==> src/hdl/pid_fifo.sv <==
// Two-entry queue of packed words, used between front and back and at the output.
// Depends on nothing.
`timescale 1ns / 1ps
module pid_fifo #(
  parameter int W = 8
) (
  input  logic         clk,
  input  logic         rst,
  input  logic         push,
  input  logic [W-1:0] din,
  output logic         full,
  input  logic         pop,
  output logic [W-1:0] dout,
  output logic         empty
);
  logic [W-1:0] mem [2];
  logic         wp, rp;
  logic [1:0]   cnt;
  logic         do_push, do_pop;

  assign full    = (cnt == 2'd2);
  assign empty   = (cnt == 2'd0);
  assign do_push = push && !full;
  assign do_pop  = pop && !empty;
  assign dout    = mem[rp];

  always_ff @(posedge clk) begin
    if (rst) begin
      wp  <= 1'b0;
      rp  <= 1'b0;
      cnt <= 2'd0;
    end else begin
      if (do_push) wp <= !wp;
      if (do_pop) rp <= !rp;
      if (do_push && !do_pop) cnt <= cnt + 2'd1;
      else if (do_pop && !do_push) cnt <= cnt - 2'd1;
    end
    if (do_push) mem[wp] <= din;
  end
endmodule

==> config.mk <==
export PLATFORM = sky130hd
export DESIGN_NAME = pid_fifo
export DESIGN_NICKNAME = d
export VERILOG_FILES = /design/src/hdl/pid_fifo.sv
export SDC_FILE = /design/constraint.sdc
export NUM_CORES = 1
export LEC_CHECK = 0
export BUFFER_PORTS_ARGS = -buffer_cell sky130_fd_sc_hd__buf_4
export CAP_MARGIN = 5
export CORE_MARGIN = 2
export CORE_UTILIZATION = 35
export CTS_CLUSTER_DIAMETER = 150
export DETAILED_ROUTE_END_ITERATION = 8
export MAX_ROUTING_LAYER = met4
export RECOVER_POWER = 25
export SKIP_CTS_REPAIR_TIMING = 1
export SLEW_MARGIN = 20
export SYNTH_ARGS = -nofsm -noshare
export SYNTH_HDL_FRONTEND = slang
export SYNTH_SLANG_ARGS = --single-unit
export TNS_END_PERCENT = 50
==> constraint.sdc <==
create_clock -name clk -period 3.8 [get_ports clk]
set_clock_uncertainty 0.15 [all_clocks]
set_input_delay 0.19 -clock clk [delete_from_list [all_inputs] [get_ports clk]]
set_output_delay 0.19 -clock clk [all_outputs]
set_load 0.05 [all_outputs]
Word-level counts from Yosys, hierarchy flattened
Memories as Yosys holds them, arrays and structs flattened. A register that Yosys moved wholly into a read port is not among the register bits.
Index checks and enable logic that the tools add are counted.
- memories kept: 1
- output and inout port bits: 10
- word-level logic and storage cells: 25
- bits in writable memories: 16
- input port bits: 12
- register bits: 4
- memory list (name ; words ; width ; read ports ; clocked after Yosys merged registers in ; write ports ; line ; source):
    mem ; 2 ; 8 ; 1 ; 1 ; 1 ; 16 ; logic [W-1:0] mem [2];
- multiplexer cells: 6
- equal/unequal tests: 1
- $add $sub $neg: 2
- reductions and logical operators: 12
- operators by type and width (cell ; number):
    $logic_not A1 Y1 ; 6
    $logic_and A1 B1 Y1 ; 4
    $mux W1 ; 4
    $mux W2 ; 2
    $add A2 B1 Y2 const B ; 1
    $eq A2 B2 Y1 const B ; 1
    $logic_not A2 Y1 ; 1
    $reduce_bool A2 Y1 ; 1
    $sub A2 B1 Y2 const B ; 1

Logic depth before layout (Yosys ltp)
- depth in word-level cells: 7
- mapped depth: 6
- gate-level depth less buffers: 6

Least setup slack after synthesis
No wires, ideal clock.
- kind: reg-to-reg
- from: register cnt[1]
- to: register cnt[1]
- data arrival time: 1.793 ns
- stages on the path, launching flop included: 6
- data required time: 3.580 ns
- slack: 1.787 ns
- path through: dfxtp_1 > nor2b_2 > nor2_1 > ha_1 > or3_1 > a21oi_1
- longest elaborated chain between the ends: 6
- elaborated cells between the ends (all ways): 15
- ends and longest elaborated chain (element ; line ; source):
    start: declaration ; 18 ; logic [1:0] cnt;
    start signal: assignment ; 35 ; if (do_push && !do_pop) cnt <= cnt + 2'd1;
    start signal: assignment ; 36 ; else if (do_pop && !do_push) cnt <= cnt - 2'd1;
    $eq A2 B2 Y1 * ; 21 ; assign full = (cnt == 2'd2);
    net full ; 11 ; output logic full,
    $logic_not A1 Y1 * ; 23 ; assign do_push = push && !full;
    $logic_and A1 B1 Y1 * ; 23 ;
    net do_push ; 19 ; logic do_push, do_pop;
    $logic_not A1 Y1 ; 36 ;
    $logic_and A1 B1 Y1 ; 36 ;
    $reduce_bool A2 Y1 (no line) ; n/a ;
Mark *: on every way through the listed nets, which the timed path passes. The rest lies on a longest branch. The select of a mux whose other input is x is not followed.
A chain may end at the register's enable or synchronous reset.

==> impl_results.md <==
- Status: completed
- Max_cap viols: 0
- CTS Buffer Depth: 2
- # H-tree levels: 1
- CP Launch Type: register
- Starting Density: 36.6%
- Layout cell share with drive strength beyond 1: 41.0%
- I/O pin cnt: 22
- Sequential power share: 42.3%
- Area Overhead vs Synth: 38.5%
- CP Data Required Time: 3.46 ns
- Hold_ws: 0.110 ns
- Synth Cell Area: 793 um2
- Switching share of power: 40.3%
- ANT cells: 0
- Drt initial violations: 0
- Flop2flop setup slack: 2.07 ns
- Most frequent cells in the layout: edfxtp_1 (16), buf_4 (15), clkbuf_4 (9), dlygate4sd3_1 (9), mux2_2 (8)
- Final Hold Vio Count: 0
- Actual slew at the worst max-slew pin: 0.364 ns
- Final Wtd Congestion: 0.607
- DR vias: 491
- Crit path capture type: output pin
- Residual DRC: 0
- Post-route ant nets: 0
- Final Cycle Share: 46.5%
- #FFs+latches synth: 21
- Kind of critical path: reg2out
- Syn Nets: 63
- Pwr dens: 692 mW/mm2
- Vias per std cell: 4.42
- Die Span Y: 51.6 um
- Drt total wl: 1240 um
- Switching Power: 306 uW
- RSZ-0062 raised after global routing: false
- Type of the worst min-delay path: in2reg
- # port buffers: 21
- CTS tree: done
- Nets: 97
- Worst skew pair latency: 0.29 ns
- Int Pwr: 454 uW
- YS warnings: 0
- Max Freq: 0.565 GHz
- First-pass GRT wire length: 1990 um
- TritonRoute pass-1 iters: 1
- Clk pin slew, worst setup/hold paths: 0.11 ns
- Clock share of power: 13.5%
- Final core occ: 50.6%
- Fin crit period: 1.77 ns
- # setup viols final: 0
- Row cnt: 17
- Root Buffer: clkbuf_4
- CP arrival: 1.43 ns
- CTS Buf Count: 3
- GRT overflow: 0
- Slew HR: 75.7%
- DR WL/cell: 11.2 um
- Die footprint: 0.00266 mm2
- Fill cells: 207
- Initial antenna violation count: 0
- Post-DP HPWL: 909 um
- Synth cell types: 13
- Die extent in x: 51.6 um
- Pin count of the biggest net entering global routing: 13
- Post-route setup TNS: 0 ns
- Combinational power share: 44.2%
- Worst slack at placement: 2.08 ns
- Core region area: 0.00217 mm2
- Lkg Pwr: 0.000435 uW
- Critical-path maximum fanout: 8
- Post-synthesis sequential area ratio: 73.2%
- Highest ir drop seen on vdd: 0.462 mV
- Most common cell after layout, fill and taps aside: edfxtp_1
- Mapped Avg Cell Area: 15.9 um2
- Setup WS post-layout: 2.03 ns
- GRT Overall Usage: 10.9%
- Sink Count: 21
- Final Max Slew Viols: 0
- Vias in the first global route: 458
- Gate Count Post-Synth: 50
cell families after synthesis:
group | after synthesis | share of synthesized area (%)
AO/OA/AOI/OAI | 5 | 3.15
XOR/XNOR | 3 | 3.31
adder cells (fa/ha/maj) | 1 | 1.58
buffers and inverters | 3 | 1.58
flip-flops | 21 | 73.2
multiplexers | 8 | 11.4
AND/OR/NAND/NOR | 9 | 5.84
worst paths after layout:
kind | cells past startpoint | start | end
worst max-delay path | 2 | register | dout[0]
worst min-delay path | 4 | push | wp
worst max register to register | 4 | cnt[0] | cnt[1]
worst min register to register | 2 | wp | wp
flip-flops by register name, indices dropped and copies added, names as in the netlist, named ones only:
signal	count
mem	16
cnt	2
rp	1
wp	1
through the flow:
step,cell area [um2],total power (uW),std cells
detailed placement,981,658,98
global route,1100,802,111
CTS,1010,762,102
floorplan,793,569,50
global placement,981,656,98
finish,1100,760,111
synth_stat cells, drive strengths merged:
master / count / area share (%)
a21oi: 2 / 1.3
and2: 1 / 0.79
buf: 1 / 0.63
dfxtp: 5 / 13
edfxtp: 16 / 61
ha: 1 / 1.6
inv: 2 / 0.95
mux2: 8 / 11
nor2: 5 / 2.4
nor2b: 1 / 1.1
o21ai: 3 / 1.9
or3: 2 / 1.6
xor2: 3 / 3.3
critical path: stages, from the launching register on:
cell and delay [ns]:
dfxtp_1 0.55, mux2_2 0.40, buf_4 0.19
power by group through the flow:
| stage | logic, uW | registers [uW] | clock network (uW) |
|---|---|---|---|
| 6_report | 336 | 322 | 102 |
| 4_1_cts | 332 | 323 | 107 |
| 3_5_place_dp | 330 | 328 | 0 |
| 3_3_place_gp | 327 | 328 | 0 |
| 5_1_grt | 357 | 330 | 115 |
| 2_1_floorplan | 256 | 312 | 0 |
layout make-up:
| cell class | count | area, um2 | share of cell area (%) |
|---|---|---|---|
| flip-flops and latches | 21 | 581 | 52.8 |
| repair buffers | 30 | 248 | 22.6 |
| multi-input cells | 26 | 200 | 18.2 |
| well taps | 28 | 35.0 | 3.19 |
| clock buffers | 3 | 22.5 | 2.05 |
| inverters | 2 | 7.51 | 0.683 |
| clock inverters | 1 | 5.00 | 0.456 |
per-layer routing:
metal  global-route usage, %  wire length, um
met5                       -                0
met4                    6.58                9
met3                    3.16               71
met2                    17.1              599
met1                    12.3              559
Note: power is estimated with default switching activity, not from simulation.
