## config.mk

```make
export PLATFORM = sky130hd
export DESIGN_NAME = pid_front
export DESIGN_NICKNAME = d
export VERILOG_FILES = /design/src/hdl/pid_pkg.sv /design/src/hdl/pid_front.sv
export SDC_FILE = /design/constraint.sdc
export NUM_CORES = 1
export LEC_CHECK = 0
export BUFFER_PORTS_ARGS = -buffer_cell sky130_fd_sc_hd__buf_2
export CORE_MARGIN = 4
export CORE_UTILIZATION = 35
export DETAILED_ROUTE_END_ITERATION = 10
export GPL_TIMING_DRIVEN = 1
export PLACE_DENSITY = 0.67
export SETUP_SLACK_MARGIN = 0.4
export SYNTH_ARGS = -nofsm -noshare
export SYNTH_HDL_FRONTEND = slang
export SYNTH_SLANG_ARGS = --single-unit
```

## constraint.sdc

```tcl
create_clock -name clk -period 5.76 [get_ports clk]
set_clock_uncertainty 0.15 [all_clocks]
set_input_delay 0.288 -clock clk [delete_from_list [all_inputs] [get_ports clk]]
set_output_delay 0.288 -clock clk [all_outputs]
set_load 0.01 [all_outputs]
```

## src/hdl/pid_pkg.sv

```systemverilog
// Shared types and constants for the packet intrusion detector.
// Used by pid_front, pid_back and the top module; depends on nothing.
`timescale 1ns / 1ps
package pid_pkg;

  localparam int SOURCE_ENTRIES_DEF   = 64;
  localparam int PORTS_PER_SOURCE_DEF = 64;
  localparam int SCAN_WINDOW_SEC_DEF  = 60;

  localparam int NP_W = 9;  // port count, up to 511

  localparam logic [7:0] IP_TCP    = 8'd6;
  localparam logic [7:0] IP_UDP    = 8'd17;
  localparam logic [7:0] IP_ICMP   = 8'd1;
  localparam logic [5:0] FLAG_FIN  = 6'h01;
  localparam logic [5:0] FLAG_SYN  = 6'h02;
  localparam logic [5:0] FLAGS_ALL = 6'h3F;

  localparam logic [2:0] CFG_SYN_LIMIT  = 3'd0;
  localparam logic [2:0] CFG_SCAN_LIMIT = 3'd1;
  localparam logic [2:0] CFG_SIZE_MIN   = 3'd2;
  localparam logic [2:0] CFG_SIZE_MAX   = 3'd3;
  localparam logic [2:0] CFG_ICMP_LIMIT = 3'd4;
  localparam logic [2:0] CFG_UDP_LIMIT  = 3'd5;

  localparam logic [2:0] ANOM_NONE    = 3'd0;
  localparam logic [2:0] ANOM_SMALL   = 3'd1;
  localparam logic [2:0] ANOM_LARGE   = 3'd2;
  localparam logic [2:0] ANOM_SYN_FIN = 3'd3;
  localparam logic [2:0] ANOM_ALL     = 3'd4;
  localparam logic [2:0] ANOM_NO_FLAG = 3'd5;

  localparam logic [1:0] SEL_SYN  = 2'd0;
  localparam logic [1:0] SEL_ICMP = 2'd1;
  localparam logic [1:0] SEL_UDP  = 2'd2;

  typedef enum logic [2:0] {
    B_IDLE, B_SWEEP, B_UPDATE, B_PORTS, B_WRITE, B_DONE
  } back_state_t;

  typedef struct packed {
    logic [15:0] syn_limit;
    logic [15:0] scan_limit;
    logic [15:0] size_min;
    logic [15:0] size_max;
    logic [15:0] icmp_limit;
    logic [15:0] udp_limit;
  } cfg_t;

  typedef struct packed {
    logic [31:0] src;
    logic [15:0] port;
    logic [31:0] now;
    logic [2:0]  kind;
    logic        need_rate;
    logic [1:0]  sel;
    logic        need_scan;
  } cmd_t;

  typedef struct packed {
    logic       syn;
    logic       scan;
    logic [2:0] kind;
    logic       icmp;
    logic       udp;
    logic       any;
  } result_t;

  typedef struct packed {
    logic [31:0] src;
    logic [31:0] start;
    logic [15:0] count;
  } rate_ent_t;

  typedef struct packed {
    logic [31:0]     src;
    logic [31:0]     start;
    logic [NP_W-1:0] np;
  } scan_ent_t;

endpackage

```

## src/hdl/pid_front.sv

```systemverilog
// Front end: configuration registers and per-packet classification
// (anomaly kind, which tables the packet touches). Depends on pid_pkg.
`timescale 1ns / 1ps
module pid_front (
  input  logic               clk,
  input  logic               rst,
  input  logic               cfg_valid,
  output logic               cfg_ready,
  input  logic [2:0]         cfg_index,
  input  logic [15:0]        cfg_data,
  input  logic [7:0]         proto_num,
  input  logic [31:0]        source_addr,
  input  logic [15:0]        dest_port_num,
  input  logic [15:0]        byte_length,
  input  logic [5:0]         flag_bits,
  input  logic               has_tcp_hdr,
  input  logic [31:0]        stamp_sec,
  output pid_pkg::cmd_t      cmd,
  output pid_pkg::cfg_t      cfg
);
  logic is_tcp, is_udp, is_icmp;

  assign cfg_ready = 1'b1;

  always_ff @(posedge clk) begin
    if (rst) begin
      cfg.syn_limit  <= 16'd100;
      cfg.scan_limit <= 16'd20;
      cfg.size_min   <= 16'd20;
      cfg.size_max   <= 16'd1500;
      cfg.icmp_limit <= 16'd50;
      cfg.udp_limit  <= 16'd200;
    end else if (cfg_valid) begin
      unique case (cfg_index)
        pid_pkg::CFG_SYN_LIMIT:  cfg.syn_limit  <= cfg_data;
        pid_pkg::CFG_SCAN_LIMIT: cfg.scan_limit <= cfg_data;
        pid_pkg::CFG_SIZE_MIN:   cfg.size_min   <= cfg_data;
        pid_pkg::CFG_SIZE_MAX:   cfg.size_max   <= cfg_data;
        pid_pkg::CFG_ICMP_LIMIT: cfg.icmp_limit <= cfg_data;
        pid_pkg::CFG_UDP_LIMIT:  cfg.udp_limit  <= cfg_data;
        default: ;
      endcase
    end
  end

  assign is_tcp  = (proto_num == pid_pkg::IP_TCP);
  assign is_udp  = (proto_num == pid_pkg::IP_UDP);
  assign is_icmp = (proto_num == pid_pkg::IP_ICMP);

  always_comb begin
    cmd.src       = source_addr;
    cmd.port      = dest_port_num;
    cmd.now       = stamp_sec;
    cmd.need_scan = is_tcp || is_udp;
    cmd.need_rate = (is_tcp && ((flag_bits & pid_pkg::FLAG_SYN) != 6'd0)) || is_icmp || is_udp;
    priority if (is_icmp) cmd.sel = pid_pkg::SEL_ICMP;
    else if (is_udp)      cmd.sel = pid_pkg::SEL_UDP;
    else                  cmd.sel = pid_pkg::SEL_SYN;
    priority if (byte_length < cfg.size_min) cmd.kind = pid_pkg::ANOM_SMALL;
    else if (byte_length > cfg.size_max)     cmd.kind = pid_pkg::ANOM_LARGE;
    else if (is_tcp && has_tcp_hdr && ((flag_bits & pid_pkg::FLAG_SYN) != 6'd0)
             && ((flag_bits & pid_pkg::FLAG_FIN) != 6'd0))
      cmd.kind = pid_pkg::ANOM_SYN_FIN;
    else if (is_tcp && has_tcp_hdr && flag_bits == pid_pkg::FLAGS_ALL)
      cmd.kind = pid_pkg::ANOM_ALL;
    else if (is_tcp && has_tcp_hdr && flag_bits == 6'd0)
      cmd.kind = pid_pkg::ANOM_NO_FLAG;
    else
      cmd.kind = pid_pkg::ANOM_NONE;
  end
endmodule

```

Word level (Yosys, flattened, before mapping)
Index checks and enable logic that the tools add are counted.
{ "classes": {"reduce_logical": 17, "n_lt_le_gt_ge": 2, "mux": 7, "eq_ne": 9} }
{ "ops": {"columns": ["cell", "count"], "rows": [
  ["greater-than comparator 16 bit", 1],
  ["< comparator 16 bit", 1],
  ["2-to-1 mux 3 bit", 5],
  ["AND reduction 2 bit", 6],
  ["== test 8 x 1 -> 1 bit, second input constant", 1],
  ["== test 8 x 3 -> 1 bit, second input constant", 1],
  ["== test 8 x 5 -> 1 bit, second input constant", 1],
  ["== test 3 x 2 -> 1 bit, second input constant", 2],
  ["== test 3 bit, second input constant", 2],
  ["== test 6 bit, second input constant", 1],
  ["logical AND 1 bit", 6],
  ["logical NOT 6 bit", 1],
  ["2-to-1 mux 2 bit", 2],
  ["== test 3 x 1 -> 1 bit, second input constant", 1],
  ["logical NOT 3 bit", 1],
  ["logical OR 1 bit", 3]
]} }
{ "word_totals": {"register_bits": 96, "output_inout_bits": 184} }

Longest topological paths before layout
{ "logic_depth": {"word_depth": 8, "ltp_mapped": 7, "depth_no_buf": 7} }

Least setup slack after synthesis
No wires, ideal clock.
{ "synth_timing": {"path_kind": "reg-to-output", "from": "reg cfg[41] in the netlist's numbering", "to": "out cmd[6] in the netlist's numbering", "slack_ns": 3.446, "stages_incl_launch_ff": 7, "path_buffers": 0, "t_arrival_ns": 1.876, "required_ns": 5.322, "path_cell_list": "dfxtp_1 inv_1 ha_1 a21o_1 a2111oi_4 nand3_1 a2111oi_2"} }
{ "synth_rtl": {"columns": ["item", "line_no", "rtl"], "rows": [
  ["from (decl)", "pid_front.sv:19", "output pid_pkg::cfg_t cfg"],
  ["to (decl)", "pid_front.sv:18", "output pid_pkg::cmd_t cmd,"]
]} }

==> qor.txt <==
Synth top area share: 38.4%
I/O Buffers: 155
Total Wirelength: 14,700 um
Sw Ratio: 25.8%
Regs by FF count: cfg x96
ant diodes: 0
Slew HR: 26.2%
Clock Tree Buf Depth: 2
most common cell after layout, fill and taps aside: nand2_1
power density of the placed cells: 262 nW/um^2
Clk pwr share: 41.5%
count of pins over their slew limit: 0
GR Overflow Total: 0
setup bufs post-CTS: 0
DP HPWL: 10,800 um
Cell Area, Placed: 5270 um^2
Yosys reg bits: 96
Critical Path Sink Type: primary output
CP Class: reg -> out
clock latency on the worst-skew pair: 340 ps
Final setup viols: 0
CTS Buf Count: 9
gr usage total: 18.0%
reg2reg setup slack: 4710 ps
most flop-heavy register: cfg
PostCTS Resize Cnt: 0
Syn Nets: 812
vias per std cell: 4.82
post-synth cell types: 46
Hold/Removal Path Class: in -> reg
sequential cell area fraction in the yosys report: 38.4%
synthesis-to-layout area growth: 11.1%
most frequent cells in the layout: nand2_1 (202), buf_2 (155), dfxtp_1 (96), a21oi_1 (87)
synth top area cells: dfxtp_1 (38%), nand2_1 (15%), buf_4 (13%)
Tcrit/Tclk final: 48.5%
CP cell instances: inv_1 > ha_1 > a21oi_2 > o21ai_1 > a2111oi_4 > nand3_1 > a2111oi_2 > buf_2
Hold WS: 134 ps
Routed met2 length: 6690 um
startpoint types: flop
Post-Syn Area: 5010 um^2
Sink Count: 96
Critical-path top delay cell: a2111oi_4
largest net degree at the start of global routing: 97
share of layout cells above drive strength 1: 25.4%
vias in the first global route: 4,101
Worst-path clk slew: 70 ps
total power: 1460 uW
final hold violation count: 0
TritonCTS clock tree: yes
Buf/Inv on CP: 2
met1 WL: 6250 um
IO Pins: 317
initial antenna violation count: 0
Worst path max stage delay: 370 ps
Worst Path Max Fanout: 3
routed len/inst: 16.6 um
critical path's top delay family: compound AO/OA/AOI/OAI gates
DRT antenna net count: 0
cell count after synthesis: 648
setup TNS: 0 ps
Initial Utilization: 35.9%
Highest Clock Rate: 358 MHz
RSZ-0062 raised after global routing: no
CTS H-tree lvls: 3
final layout net count: 869
drt drc: 0
via count: 4,291
Leakage: 0.00250 uW
area of the core: 13,900 um^2
outcome: completed
cts-stage hold buffer count: 0
proportion of power drawn by combinational gates: 11.2%
worst vdd ir: 0.000166 V
Yosys Warn Count: 0
crit path DAT: 2360 ps
root buf cell: clkbuf_16
row cnt: 43
Top Metal Used: met4
Die Span Y: 128 um
mean post-synth cell area: 7.73 um^2
Routed met3 length: 1390 um
global-route wire length before repair: 22,600 um
pin slew with the least headroom to its limit: 1110 ps
DIE AREA: 16,300 um^2
Tmin final: 2790 ps
Req. time, crit path: 5320 ps
Psw: 376 uW
gpl congestion: 0.826
Die Wd: 128 um
max reg flops: 96
Int Power: 1080 uW
1st-pass router iterations: 5
sequential power share: 47.3%
final instance area: 5570 um^2
initial DRC count: 194
Max Cap Viol: 0
area leader, netlist: dfxtp_1
[power groups by stage]
stage / logic (uW) / registers [uW] / clock network (uW)
after CTS: 167 / 689 / 626
after global placement: 165 / 704 / 0
after global routing: 185 / 691 / 650
after floorplan: 138 / 711 / 0
after detailed placement: 166 / 704 / 0
final: 164 / 689 / 606
[final cells by class]
| cell class | instances | area [um^2] |
|---|---|---|
| clock buffers | 11 | 233 |
| clock inverters | 5 | 63.8 |
| fillers | 1471 | 8370 |
| inverters | 31 | 116 |
| multi-input cells | 411 | 2220 |
| flip-flops and latches | 96 | 1920 |
| well taps | 180 | 225 |
| repair buffers | 156 | 783 |
[path summary, 6_finish.rpt]
path,end,cells past startpoint,startpoint
max,cmd[6],8,cfg[45]
min,cfg[77],3,cfg_data[13]
max reg2reg,cfg[52],3,cfg[52]
min reg2reg,cfg[8],2,cfg[8]
[cell families (layout without fill, tap and decap cells)]
| kind of cell | after synthesis | in the layout | share of synthesized area [%] |
|---|---|---|---|
| and+or+nand+nor | 269 | 269 | 23.9 |
| buffers and inverters | 141 | 203 | 17.2 |
| AOI/OAI and AO/OA | 110 | 110 | 12.7 |
| DFF | 96 | 96 | 38.4 |
| adders and majority gates | 31 | 31 | 7.74 |
| other | 1 | 1 | 0.0749 |
[synth_stat cells (all sizes together)]
library cell and n:
nand2 202, dfxtp 96, a21oi 88, buf 88, ha 31, inv 31, clkbuf 22, nand3b 19
nor2 12, nand4 8, nand3 7, a211o 5, o21ai 5, nor4 4, a21o 3, nor2b 3
a2111oi 2, and2 2, and3 2, nor3 2, o211a 2, a211oi 1, a31oi 1, and2b 1
and4 1, and4bb 1, conb 1, nand2b 1, nor3b 1, nor4bb 1, o21a 1, o21bai 1
o31ai 1, or2 1, or4 1
[tightest hold or removal path: cells and delay by family]
kind                   cells  cell delay (ps)
AO/OA/AOI/OAI              1               50
AND/OR/NAND/NOR            1               70
buffers and inverters      1              160
[metal layers]
| metal | up-vias | track usage [%] |
|---|---|---|
| met2 | 171 | 28.4 |
| met1 | 1927 | 23.0 |
| li1 | 2154 | - |
| met4 | 0 | 6.99 |
| met5 | - | 0 |
| met3 | 39 | 5.60 |
[stage by stage]
stage	util [%]	std cells	setup WS, ps
after global routing	39.9	890	2790
final	39.9	890	2970
after global placement	37.8	874	3270
after detailed placement	37.8	874	3230
after CTS	39.9	890	2910
after floorplan	-	648	3450
No activity file was read; power rests on OpenSTA's default activity.
